File: config.mk
export PLATFORM = sky130hd
export DESIGN_NAME = multitap_keypad_text_entry
export DESIGN_NICKNAME = d
export VERILOG_FILES = /design/src/hw/rtl/mtkte_pkg.sv /design/src/hw/rtl/multitap_keypad_text_entry.sv
export SDC_FILE = /design/constraint.sdc
export NUM_CORES = 1
export LEC_CHECK = 0
export BUFFER_PORTS_ARGS = -buffer_cell sky130_fd_sc_hd__buf_4
export CAP_MARGIN = 20
export CORE_MARGIN = 2
export CORE_UTILIZATION = 35
export CTS_CLUSTER_SIZE = 40
export DETAILED_ROUTE_END_ITERATION = 10
export GPL_TIMING_DRIVEN = 0
export PLACE_DENSITY_LB_ADDON = 0.08
export SYNTH_ARGS = -nofsm -noshare
export SYNTH_HDL_FRONTEND = slang
export SYNTH_SLANG_ARGS = --single-unit
File: constraint.sdc
create_clock -name clk_i -period 3.35 [get_ports clk_i]
set_input_delay 0.5025 -clock clk_i [delete_from_list [all_inputs] [get_ports clk_i]]
set_output_delay 0.5025 -clock clk_i [all_outputs]
set_load 0.01 [all_outputs]
File: src/hw/rtl/mtkte_pkg.sv
// Shared types, codes and character tables of the multi-tap keypad text entry block.
// Depends on nothing; the top level imports it.
package mtkte_pkg;

  typedef enum logic [1:0] {
    EV_SHORT = 2'd0,
    EV_LONG  = 2'd1,
    EV_TICK  = 2'd2
  } event_e;

  typedef enum logic [1:0] {
    ACT_NONE    = 2'd0,
    ACT_APPEND  = 2'd1,
    ACT_REPLACE = 2'd2,
    ACT_DELETE  = 2'd3
  } action_e;

  typedef enum logic [1:0] {
    CM_UPPER = 2'd0,
    CM_LOWER = 2'd1,
    CM_DIGIT = 2'd2
  } case_mode_e;

  typedef enum logic [1:0] {
    CFG_MAX_LENGTH   = 2'd0,
    CFG_START_LENGTH = 2'd1,
    CFG_COMMIT_TICKS = 2'd2
  } cfg_index_e;

  localparam logic [3:0] KEY_LAST_DIGIT = 4'd9;
  localparam logic [3:0] KEY_SHIFT      = 4'd10;
  localparam logic [3:0] KEY_BACK       = 4'd11;
  localparam logic [3:0] KEY_NONE       = 4'd12;

  localparam logic [7:0] MAX_LENGTH_RESET   = 8'd255;
  localparam logic [7:0] START_LENGTH_RESET = 8'd0;
  localparam logic [7:0] COMMIT_TICKS_RESET = 8'd80;
  localparam logic [7:0] DIGIT_BASE         = 8'h30;

  // Last valid cycle index for each digit key.
  localparam logic [2:0] KEY_LAST_IDX [10] = '{
    3'd0, 3'd4, 3'd4, 3'd4, 3'd4, 3'd4, 3'd4, 3'd4, 3'd4, 3'd4
  };

  localparam logic [7:0] UPPER_TAB [10][5] = '{
    '{8'h20, 8'h00, 8'h00, 8'h00, 8'h00},
    '{8'h2E, 8'h2C, 8'h3F, 8'h21, 8'h31},
    '{8'h80, 8'h81, 8'h82, 8'h83, 8'h12},
    '{8'h84, 8'h85, 8'h86, 8'h87, 8'h13},
    '{8'h88, 8'h89, 8'h8A, 8'h8B, 8'h14},
    '{8'h8C, 8'h8D, 8'h8E, 8'h8F, 8'h15},
    '{8'h90, 8'h91, 8'h92, 8'h93, 8'h16},
    '{8'h94, 8'h95, 8'h96, 8'h97, 8'h17},
    '{8'h98, 8'h99, 8'h9A, 8'h9B, 8'h18},
    '{8'h9C, 8'h9D, 8'h9E, 8'h9F, 8'h19}
  };

  localparam logic [7:0] LOWER_TAB [10][5] = '{
    '{8'h20, 8'h00, 8'h00, 8'h00, 8'h00},
    '{8'h2E, 8'h2C, 8'h3F, 8'h21, 8'h31},
    '{8'hA0, 8'hA1, 8'hA2, 8'hA3, 8'h12},
    '{8'hA4, 8'hA5, 8'hA6, 8'hA7, 8'h13},
    '{8'hA8, 8'hA9, 8'hAA, 8'hAB, 8'h14},
    '{8'hAC, 8'hAD, 8'hAE, 8'hAF, 8'h15},
    '{8'hE0, 8'hE1, 8'hE2, 8'hE3, 8'h16},
    '{8'hE4, 8'hE5, 8'hE6, 8'hE7, 8'h17},
    '{8'hE8, 8'hE9, 8'hEA, 8'hEB, 8'h18},
    '{8'hEC, 8'hED, 8'hEE, 8'hEF, 8'h19}
  };

  typedef struct packed {
    logic [1:0] mode;
    logic [3:0] key_code;
  } in_item_t;

  typedef struct packed {
    logic       handled;
    logic [1:0] edit_action;
    logic [7:0] char_code;
    logic [7:0] write_position;
    logic [7:0] new_length;
    logic [1:0] case_mode;
  } out_item_t;

endpackage

File: src/hw/rtl/multitap_keypad_text_entry.sv
// Multi-tap keypad text entry editor: top level with input and result registers.
// Depends on mtkte_pkg for the payload structs, codes and character tables.
//
// Each accepted event transaction is held in an input register, and its single result
// transaction is loaded into the result register once that register is empty or its
// output is not stalled, and is offered from there. One event is taken every cycle while
// the output is not stalled; the rate is set by the single state-update step between the
// two registers, and the result register lets a new event enter while a finished result
// still waits. Configuration writes take effect at once and restart editing when
// max_length or start_length is written.
module multitap_keypad_text_entry
  import mtkte_pkg::*;
(
  input  logic       clk_i,
  input  logic       rst_ni,
  input  logic       cfg_we_i,
  input  logic [1:0] cfg_index_i,
  input  logic [7:0] cfg_data_i,
  input  logic       in_valid_i,
  output logic       in_stall_o,
  input  in_item_t   in_data_i,
  output logic       out_valid_o,
  input  logic       out_stall_i,
  output out_item_t  out_data_o
);

  logic       in_valid_q, in_valid_d;
  in_item_t   in_q;
  logic       out_valid_q, out_valid_d;
  out_item_t  out_q, res;
  logic       advance, in_accept;

  logic [7:0] max_len_q, max_len_d;
  logic [7:0] start_len_q, start_len_d;
  logic [7:0] commit_q, commit_d;
  logic [7:0] len_q, len_d;
  case_mode_e cmode_q, cmode_d;
  logic       pend_q, pend_d;
  logic [3:0] pkey_q, pkey_d;
  logic [2:0] cpos_q, cpos_d;
  logic [7:0] idle_q, idle_d;

  logic [3:0] key;
  logic       is_digit;
  logic [7:0] digit_char;
  logic [2:0] next_cpos;

  assign advance    = !out_valid_q || !out_stall_i;
  assign in_accept  = in_valid_i && !in_stall_o;
  assign in_stall_o = in_valid_q && !advance;
  assign in_valid_d = in_accept || (in_valid_q && !advance);
  assign out_valid_d = advance ? in_valid_q : out_valid_q;

  assign key        = in_q.key_code;
  assign is_digit   = (key <= KEY_LAST_DIGIT);
  assign digit_char = DIGIT_BASE + {4'd0, key};
  assign next_cpos  = (is_digit && (cpos_q < KEY_LAST_IDX[key])) ? cpos_q + 3'd1 : 3'd0;

  always_comb begin
    max_len_d   = max_len_q;
    start_len_d = start_len_q;
    commit_d    = commit_q;
    len_d       = len_q;
    cmode_d     = cmode_q;
    pend_d      = pend_q;
    pkey_d      = pkey_q;
    cpos_d      = cpos_q;
    idle_d      = idle_q;
    res         = '0;

    if (in_valid_q && advance) begin
      case (event_e'(in_q.mode))
        EV_TICK: begin
          if (pend_q) begin
            idle_d = idle_q + 8'd1;
            if (idle_d >= commit_q) begin
              pend_d = 1'b0;
              pkey_d = KEY_NONE;
              cpos_d = 3'd0;
              idle_d = 8'd0;
            end
          end
        end
        EV_LONG: begin
          if (is_digit) begin
            res.handled = 1'b1;
            pend_d = 1'b0;
            pkey_d = KEY_NONE;
            cpos_d = 3'd0;
            idle_d = 8'd0;
            if (len_q < max_len_q) begin
              res.edit_action    = ACT_APPEND;
              res.char_code      = digit_char;
              res.write_position = len_q;
              len_d              = len_q + 8'd1;
            end
          end
        end
        EV_SHORT: begin
          if (key == KEY_SHIFT) begin
            res.handled = 1'b1;
            pend_d = 1'b0;
            pkey_d = KEY_NONE;
            cpos_d = 3'd0;
            idle_d = 8'd0;
            case (cmode_q)
              CM_UPPER: cmode_d = CM_LOWER;
              CM_LOWER: cmode_d = CM_DIGIT;
              default:  cmode_d = CM_UPPER;
            endcase
          end else if (key == KEY_BACK) begin
            res.handled = 1'b1;
            pend_d = 1'b0;
            pkey_d = KEY_NONE;
            cpos_d = 3'd0;
            idle_d = 8'd0;
            if (len_q != 8'd0) begin
              len_d              = len_q - 8'd1;
              res.edit_action    = ACT_DELETE;
              res.write_position = len_d;
            end
          end else if (is_digit) begin
            res.handled = 1'b1;
            if (cmode_q == CM_DIGIT) begin
              pend_d = 1'b0;
              pkey_d = KEY_NONE;
              cpos_d = 3'd0;
              idle_d = 8'd0;
              if (len_q < max_len_q) begin
                res.edit_action    = ACT_APPEND;
                res.char_code      = digit_char;
                res.write_position = len_q;
                len_d              = len_q + 8'd1;
              end
            end else if (pend_q && (pkey_q == key) && (len_q != 8'd0)) begin
              cpos_d             = next_cpos;
              idle_d             = 8'd0;
              res.edit_action    = ACT_REPLACE;
              res.char_code      = (cmode_q == CM_LOWER) ? LOWER_TAB[key][next_cpos]
                                                         : UPPER_TAB[key][next_cpos];
              res.write_position = len_q - 8'd1;
            end else begin
              pend_d = 1'b0;
              pkey_d = KEY_NONE;
              cpos_d = 3'd0;
              idle_d = 8'd0;
              if (len_q < max_len_q) begin
                pend_d             = 1'b1;
                pkey_d             = key;
                res.edit_action    = ACT_APPEND;
                res.char_code      = (cmode_q == CM_LOWER) ? LOWER_TAB[key][0]
                                                           : UPPER_TAB[key][0];
                res.write_position = len_q;
                len_d              = len_q + 8'd1;
              end
            end
          end
        end
        default: begin
        end
      endcase
    end

    res.new_length = len_d;
    res.case_mode  = cmode_d;

    if (cfg_we_i) begin
      case (cfg_index_e'(cfg_index_i))
        CFG_MAX_LENGTH:   max_len_d   = cfg_data_i;
        CFG_START_LENGTH: start_len_d = cfg_data_i;
        CFG_COMMIT_TICKS: commit_d    = cfg_data_i;
        default: begin
        end
      endcase
      if ((cfg_index_i == CFG_MAX_LENGTH) || (cfg_index_i == CFG_START_LENGTH)) begin
        len_d   = (start_len_d > max_len_d) ? max_len_d : start_len_d;
        cmode_d = CM_UPPER;
        pend_d  = 1'b0;
        pkey_d  = KEY_NONE;
        cpos_d  = 3'd0;
        idle_d  = 8'd0;
      end
    end
  end

  always_ff @(posedge clk_i or negedge rst_ni) begin
    if (!rst_ni) begin
      in_valid_q  <= 1'b0;
      out_valid_q <= 1'b0;
      max_len_q   <= MAX_LENGTH_RESET;
      start_len_q <= START_LENGTH_RESET;
      commit_q    <= COMMIT_TICKS_RESET;
      len_q       <= START_LENGTH_RESET;
      cmode_q     <= CM_UPPER;
      pend_q      <= 1'b0;
      pkey_q      <= KEY_NONE;
      cpos_q      <= 3'd0;
      idle_q      <= 8'd0;
    end else begin
      in_valid_q  <= in_valid_d;
      out_valid_q <= out_valid_d;
      max_len_q   <= max_len_d;
      start_len_q <= start_len_d;
      commit_q    <= commit_d;
      len_q       <= len_d;
      cmode_q     <= cmode_d;
      pend_q      <= pend_d;
      pkey_q      <= pkey_d;
      cpos_q      <= cpos_d;
      idle_q      <= idle_d;
    end
  end

  always_ff @(posedge clk_i) begin
    if (in_accept) begin
      in_q <= in_data_i;
    end
    if (in_valid_q && advance) begin
      out_q <= res;
    end
  end

  assign out_valid_o = out_valid_q;
  assign out_data_o  = out_q;

  a_len_bounded: assert property (@(posedge clk_i) disable iff (!rst_ni)
    len_q <= max_len_q)
    else $error("text length exceeds max_length");

  a_no_pending_in_digits: assert property (@(posedge clk_i) disable iff (!rst_ni)
    pend_q |-> (cmode_q != CM_DIGIT))
    else $error("pending character while in digits mode");

  a_idle_clean: assert property (@(posedge clk_i) disable iff (!rst_ni)
    !pend_q |-> (pkey_q == KEY_NONE && cpos_q == 3'd0 && idle_q == 8'd0))
    else $error("stale multi-tap state without pending character");

  a_cpos_range: assert property (@(posedge clk_i) disable iff (!rst_ni)
    cpos_q <= 3'd4)
    else $error("cycle index out of range");

  a_append_len: assert property (@(posedge clk_i) disable iff (!rst_ni)
    (out_valid_q && out_q.edit_action == ACT_APPEND)
      |-> (out_q.new_length == out_q.write_position + 8'd1))
    else $error("append result length mismatch");

endmodule

# Yosys cells after proc, flatten, opt, wreduce, memory -nomap -nowiden
# Memories as Yosys holds them, arrays and structs flattened.
# Cells that the tools add are included.
dict set report totals {
  register_bits 87
  romBits 1328
  inputBits 21
  out_inout_bits 31
  word_cells 162
  n_memories 3
}
dict set report op_classes {
  addsub 5
  order_cmp 7
  n_eq_ne 9
  n_mux 99
  n_bitwise 2
  reduce_logical 18
}
# name depth width read_ports rd_clocked_by_memory_dff write_ports line_no
set memory_table {}
lappend memory_table {{(name not given)} 16 40 1 0 0 multitap_keypad_text_entry.sv:152} ;# : UPPER_TAB[key][0];
lappend memory_table {{(name not given)} 16 40 1 0 0 multitap_keypad_text_entry.sv:151} ;# res.char_code = (cmode_q == CM_LOWER) ? LOWER_TAB[key][0]
lappend memory_table {{(name not given)} 16 3 1 0 0 multitap_keypad_text_entry.sv:57} ;# assign next_cpos = (is_digit && (cpos_q < KEY_LAST_IDX[key])) ? cpos_q + 3'd1 : 3'd0;
# operator count
set ops {}
lappend ops {{$mux W8} 33}
lappend ops {{$mux W40} 4}
lappend ops {{$mux W18} 3}
lappend ops {{$bmux W8 S3} 2}
lappend ops {{$mux W4} 12}
lappend ops {{$mux W3} 15}
lappend ops {{$mux W19} 2}
lappend ops {{$pmux W19 S2} 1}
lappend ops {{$mux W17} 2}
lappend ops {{$pmux W8 S3} 1}
lappend ops {{$add A8 B1 Y8 const B} 2}
lappend ops {{$pmux W8 S2} 1}
lappend ops {{$mux W1} 13}
lappend ops {{$mux W2} 6}
lappend ops {{$pmux W4 S3} 1}
lappend ops {{$pmux W3 S3} 1}
lappend ops {{$eq A4 B4 Y1 const B} 2}
lappend ops {{$ge A8 B8 Y1} 1}
lappend ops {{$gt A8 B8 Y1} 1}
lappend ops {{$lt A8 B8 Y1} 1}
lappend ops {{$reduce_bool A8 Y1} 1}
lappend ops {{$sub A8 B1 Y8 const B} 1}
lappend ops {{$add A6 B4 Y7 const A} 1}
lappend ops {{$eq A2 B1 Y1 const B} 3}
lappend ops {{16 further kinds} 30}

# Logic depth before layout (Yosys ltp)
# Gate-level depths: netlist of the first run.
dict set report logic_depth {
  depth_word 18
  ltp_mapped 13
  depth_no_buf 12
}

# Least setup slack after synthesis of the first run
# No wires, ideal clock.
dict set report synth_path {
  path_type {in2reg}
  start {in cfg_index_i[0]}
  end {reg len_q[3]}
  setup_ns 0.096
  arrival_time_ns 3.349
  required_time_ns 3.254
  slack_ns -0.095
  cell_stages 12
  path_buffers 1
  cell_sequence {nor2b_1 -> clkbuf_1 -> mux2i_1 -> inv_1 -> ha_1 -> a21o_1 -> a21oi_1 -> a21boi_0 -> o31ai_2 -> mux2_2 -> mux2_2 -> o31ai_1}
}
dict set report synth_via {
  elab_chain_cells 7
  elab_cells_between_ends 11
  cone_classes {1 x order compare; 1 x eq/ne; 7 x mux; 2 x reduce/logical}
}
# element line_no
set synth_rtl {}
lappend synth_rtl {{start: declaration} multitap_keypad_text_entry.sv:17} ;# input logic [1:0] cfg_index_i,
lappend synth_rtl {{$eq A2 B1 Y1 or $logic_not A2 Y1 (tied branches)} {multitap_keypad_text_entry.sv:168, multitap_keypad_text_entry.sv:175}}
lappend synth_rtl {{$mux W8} multitap_keypad_text_entry.sv:168} ;# case (cfg_index_e'(cfg_index_i))
lappend synth_rtl {{$mux W8} multitap_keypad_text_entry.sv:167} ;# if (cfg_we_i) begin
lappend synth_rtl {{$gt A8 B8 Y1} multitap_keypad_text_entry.sv:176} ;# len_d = (start_len_d > max_len_d) ? max_len_d : start_len_d;
lappend synth_rtl {{$mux W8} multitap_keypad_text_entry.sv:176}
lappend synth_rtl {{$mux W8 (*)} multitap_keypad_text_entry.sv:175} ;# if ((cfg_index_i == CFG_MAX_LENGTH) || (cfg_index_i == CFG_START_LENGTH)) begin
lappend synth_rtl {{$mux W8 (*)} multitap_keypad_text_entry.sv:167}
lappend synth_rtl {{via len_d[3]} multitap_keypad_text_entry.sv:36} ;# logic [7:0] len_q, len_d;
lappend synth_rtl {{end signal: assignment} multitap_keypad_text_entry.sv:205} ;# len_q <= len_d;
lappend synth_rtl {{end: declaration} multitap_keypad_text_entry.sv:36}
# The timed path passes the listed nets; every way through them passes the cells marked *. The select of a mux whose other input is x is not followed.
# A chain may end at the register's enable or synchronous reset.

==> flow_summary_export.csv, run 1 <==
group,metric,value,unit
sta,fmax,312,MHz
final_layout,fin_nets,795,
final_layout,fin_area,7130,um2
sta,rsz0062_at_grt,"no",
synthesis,synth.distinct_cells,79,
floorplanning,io_pins,52,
synthesis,synth_area,6080,um2
setup_path,critPathKind,"reg -> reg",
placed_design,routabilityCongestion,0.928,
cts,clk_path_buf_depth,2,
final_layout,final_common_cell,"nor2_1",
placed_design,detailed_place.area,6780,um2
synthesis,synth_seq_cells,87,
final_layout,final_cell_mix,"nor2_1 (67), nand2_1 (58), buf_4 (57), a21oi_1 (57), inv_1 (42)",
placed_design,io_buffer_count,50,
synthesis,syn_inst,681,
grt,antenna_found_initial,0,
placed_design,place_hpwl,13600,um
pwr,leakagePower,0.00296,uW
synthesis,syn-num-nets,731,
setup_path,crit_required,3.60,ns
job,drv_cap,0,
setup_path,critPathMaxFanout,19,
route,first_pass_iters,6,
grt,grt_max_degree,53,
sta,period_share,0.957,
final_layout,drive_above_1_share,0.184,
grt,grt_pass1_vias,5253,
setup_path,crit_arrival,3.45,ns
floorplanning,die_h,136,um
final_layout,final_util,0.417,
cts,tritoncts,"yes",
route,vias_per_cell,5.63,
pwr,powerDensity,549,nW/um2
sta,timing.slew.headroom,0.430,
route,drt_iter0_drc,583,
cts,h-tree-depth,3,
cts,cts_root_buffer,"clkbuf_16",
synthesis,syn_area_per_cell,8.93,um2
floorplanning,dieArea,18500,um2
final_layout,fillers,1729,
sta,finalHoldViolCount,0,
sta,post-route-min-period,3.21,ns
placed_design,dp_cells,957,
floorplanning,core,17100,um2
synthesis,synth_edf_count,35,
route,route.detailed.drc,0,
synthesis,synth_area_leaders,"edfxtp_1 (17%), dfrtp_1 (16%), ha_1 (6.0%)",
floorplanning,die_w,136,um
setup_path,critPathLaunchType,"register",
setup_path,reg2reg_depth,12,
route,finalWirelength,18300,um
route,via_count,5493,
synthesis,async_flop_share,0.598,
route,postRouteAntennaNets,0,
grt,grt-ovfl-total,0,
floorplanning,rows,48,
sta,worst_pin_slew,0.855,ns
setup_path,end_kind,"register",
setup_path,critPathMaxStageDelay,0.56,ns
floorplanning,start_util,0.355,
synthesis,synth_seq_area_share,0.389,
worst_hold_path,hp-class,"in -> async",
cts,clk_latency,0.36,ns
synthesis,synth_ff_type,"dfrtp_1",
synthesis,yosysWarnings,0,
grt,grt_pass1_wl,29200,um
synthesis,netlist.area_leader.share,0.173,
setup_path,critical_path.cell_chain,"inv_1, ha_1, a211oi_1, o21ai_0, a21o_1, inv_1, buf_6, ha_1, o22ai_1, a221o_1, nand2_1, mux2_2",
status,outcome,"complete, no violations",
sta,setup_violations,0,
pwr,ir_worst_vdd,354,uV
route,wire_per_inst,18.8,um
grt,track_usage,0.207,
cts,cts_buffers,9,
cts,ctsHoldBuffers,0,
final_layout,diodes,0,
sta,slew_violations,0,
sta,setup_ws,0.143,ns
cts,path_clk_slew,0.07,ns
final_layout,areaGrowthSynthToFinish,17.2,%
cts,cts_sinks,87,
placed_design,pre_cts_slack,-0.564,ns
sta,final.setup_skew,0.0157,ns
final_layout,instances_no_fill,975,
setup_path,cp_slowest_cell,"dfstp_2",
synthesis,synth_top_cell_by_area,"edfxtp_1",
final timing paths:
kind                              startpoint     endpoint  slack (ns)
worst max-delay path            max_len_q[2]     len_q[0]        0.14
worst min-delay path                  rst_ni     len_q[3]        0.19
worst max register to register  max_len_q[2]     len_q[0]        0.14
worst min register to register    in_valid_q  out_valid_o        0.48
max in group asynchronous             rst_ni   cmode_q[1]        2.68
min in group clk_i              in_data_i[0]       key[0]        0.32
worst max-delay path: cells and delay by family, from the launching register on:
family | cells | cell delay, ns
AOI/OAI and AO/OA | 5 | 1.05
adders and majority gates | 2 | 0.58
buffers and inverters | 3 | 0.53
DFF | 1 | 0.56
muxes | 1 | 0.28
and+or+nand+nor | 1 | 0.10
Yosys cell counts, types with 19 or more instances:
cell type / n
clkbuf_1: 26
a21oi_1: 57
nor2_1: 68
edfxtp_1: 35
o21ai_0: 32
ha_1: 29
mux2i_1: 28
nand3_1: 19
nor3_1: 20
nand2_1: 58
dfrtp_1: 40
inv_1: 42
power by group:
part	switching, uW	internal [uW]	leakage, uW
sequential	143	1300	0.000968
clock	452	579	0.000146
combinational	865	577	0.00184
area by class of cell:
cell class / count / area [um2] / area share
Clock inverter: 7 / 70.1 / 0.00982
Timing Repair Buffer: 55 / 433 / 0.0607
Buffer: 37 / 188 / 0.0263
Clock buffer: 9 / 225 / 0.0316
Tap cell: 225 / 282 / 0.0395
Sequential cell: 87 / 2370 / 0.332
Inverter: 43 / 161 / 0.0226
Multi-Input combinational cell: 512 / 3410 / 0.478
metrics by stage:
step	hold WS, ns	total power [uW]	TNS [ns]
final	0.188	3910	0
after global routing	0.236	4160	0
after CTS	0.217	3880	0
after detailed placement	0.469	2830	-3.16
after global placement	0.451	2820	-5.84
after floorplan	0.207	2370	0
cell families (layout without fill, tap and decap cells):
group / count (synthesis) / in the layout / synth area share
buf+inv: 82 / 151 / 0.0574
simple gates: 229 / 229 / 0.180
fa+ha+maj: 30 / 30 / 0.0613
mux: 43 / 43 / 0.0738
compound gates: 197 / 197 / 0.220
flops: 87 / 87 / 0.389
xor+xnor: 13 / 13 / 0.0187
per-layer routing:
layer	GRT usage	routed length, um
met1	0.288	8520
met2	0.321	8400
met3	0.0433	1040
met4	0.0694	367
met5	0	0
registers in the layout, indices dropped and copies added, names as in the netlist, 2 cells and up:
register,count
cmode_q,2
commit_q,8
cpos_q,3
idle_q,8
in_q,2
key,4
len_q,8
max_len_q,8
out_data_o,29
pkey_q,4
start_len_q,8
what timing repair did:
| action | CTS | global route |
|---|---|---|
| buffers inserted | 0 | 4 |
| pin swaps | 0 | 1 |
| resized for setup | 2 | 10 |
| endpoints found under the setup margin | 6 | 13 |
No activity file was read; power rests on OpenSTA's default activity.
==> inputs of run 2 (changes only) <==
- SETUP_SLACK_MARGIN: default -> 0.5
- SKIP_CTS_REPAIR_TIMING: default -> 1
==> flow_summary_export.csv, run 2 (synthesis results as in run 1) <==
group,metric,value,unit
route,route.detailed.drc,0,
setup_path,end_kind,"register",
final_layout,fin_nets,826,
pwr,intPower,2680,uW
sta,post-route-min-period,2.79,ns
setup_path,critPathLaunchType,"register",
floorplanning,start_util,0.355,
sta,setup_violations,0,
route,first_pass_iters,6,
cts,path_clk_slew,0.06,ns
route,vias_per_cell,5.69,
pwr,powerDensity,547,nW/um2
sta,fmax,358,MHz
grt,antenna_found_initial,0,
route,drt_iter0_drc,476,
floorplanning,die_w,136,um
sta,slew_violations,0,
final_layout,fillers,1699,
final_layout,final_common_cell,"buf_4",
placed_design,dp_cells,957,
floorplanning,die_h,136,um
grt,grt_pass1_wl,29100,um
final_layout,areaGrowthSynthToFinish,27.5,%
setup_path,crit_required,3.46,ns
cts,clk_path_buf_depth,2,
sta,whs,0.190,ns
final_layout,final_cell_mix,"buf_4 (87), nor2_1 (65), nand2_1 (54), a21oi_1 (54)",
setup_path,critPathKind,"reg -> reg",
grt,track_usage,0.206,
pwr,p_comb_frac,0.419,
placed_design,routabilityCongestion,0.941,
grt,grt-ovfl-total,0,
pwr,p_seq_frac,0.342,
cts,tritoncts,"yes",
final_layout,drive_above_1_share,0.286,
setup_path,reg2reg_depth,9,
route,wire_per_inst,18.6,um
final_layout,final_util,0.453,
placed_design,detailed_place.area,6820,um2
job,drv_cap,0,
setup_path,critPathMaxFanout,10,
cts,clk_latency,0.35,ns
pwr,netSwitchingPower,1560,uW
grt,grt_pass1_vias,5300,
cts,cts_sinks,87,
sta,final.setup_skew,0.00658,ns
final_layout,instances_no_fill,1006,
floorplanning,rows,48,
final_layout,fin_area,7750,um2
placed_design,place_hpwl,13700,um
cts,h-tree-depth,3,
final_layout,largest_reg_flops,29,
final_layout,diodes,0,
grt,grt_max_degree,53,
sta,rsz0062_at_grt,"yes",
setup_path,crit_arrival,2.90,ns
worst_hold_path,hp-class,"in -> async",
floorplanning,dieArea,18500,um2
route,finalWirelength,18700,um
pwr,pwr-share-clk,0.239,
pwr,p_sw_frac,0.369,
pwr,power,4240,uW
sta,timing.slew.headroom,0.364,
floorplanning,core,17100,um2
sta,period_share,0.834,
floorplanning,io_pins,52,
route,postRouteAntennaNets,0,
pwr,leakagePower,0.00317,uW
sta,worst_pin_slew,0.950,ns
sta,finalHoldViolCount,0,
cts,cts_root_buffer,"clkbuf_16",
route,via_count,5726,
pwr,ir_worst_vdd,249,uV
cts,cts_buffers,9,
placed_design,io_buffer_count,50,
status,outcome,"complete, no violations",
-- run 2: per-layer routing --
layer | wire length (um) | share of wire | GRT usage
met5 | 0 | 0 | 0
met4 | 578 | 0.031 | 0.0828
met3 | 1220 | 0.065 | 0.0283
met2 | 8670 | 0.46 | 0.329
met1 | 8220 | 0.44 | 0.282
-- run 2: worst paths after layout --
| kind | from | to | slack [ns] |
|---|---|---|---|
| worst max-delay path | key[3] | out_data_o[8] | 0.56 |
| worst min-delay path | rst_ni | start_len_q[4] | 0.19 |
| worst max register to register | key[3] | out_data_o[8] | 0.56 |
| worst min register to register | in_valid_q | out_valid_o | 0.48 |
| max in group asynchronous | rst_ni | idle_q[0] | 2.63 |
| min in group clk_i | in_data_i[1] | key[1] | 0.33 |
-- run 2: critical path, stage by stage, from the launching register on --
cell and delay, ns:
edfxtp_1 0.46, buf_2 0.31, nand3b_1 0.32, nor2_2 0.27, clkbuf_2 0.30, and2_1 0.21
nor4_1 0.07, a31oi_2 0.26, o311ai_2 0.17, and3_1 0.19
-- run 2: final cells by class --
type / count / area (um2) / share of cell area
Buffer: 39 / 233 / 0.0300
Clock buffer: 16 / 293 / 0.0378
Inverter: 43 / 165 / 0.0213
Multi-Input combinational cell: 512 / 3760 / 0.485
Sequential cell: 87 / 2370 / 0.306
Tap cell: 225 / 282 / 0.0363
Timing Repair Buffer: 84 / 651 / 0.0839
-- run 2: through the flow --
stage	TNS (ns)	worst slack (ns)
5_1_grt	0	0.431
2_1_floorplan	0	0.489
4_1_cts	-0.0773	-0.0773
3_5_place_dp	-0.0499	-0.0499
3_3_place_gp	-3.78	-0.592
6_report	0	0.555
-- run 2: power groups by stage --
stage	sequential, uW	clock, uW	combinational [uW]
after floorplan	1430	0	948
after global placement	1460	0	1380
after detailed placement	1460	0	1390
after CTS	1440	1040	1390
after global routing	1470	1070	1940
final	1450	1010	1780
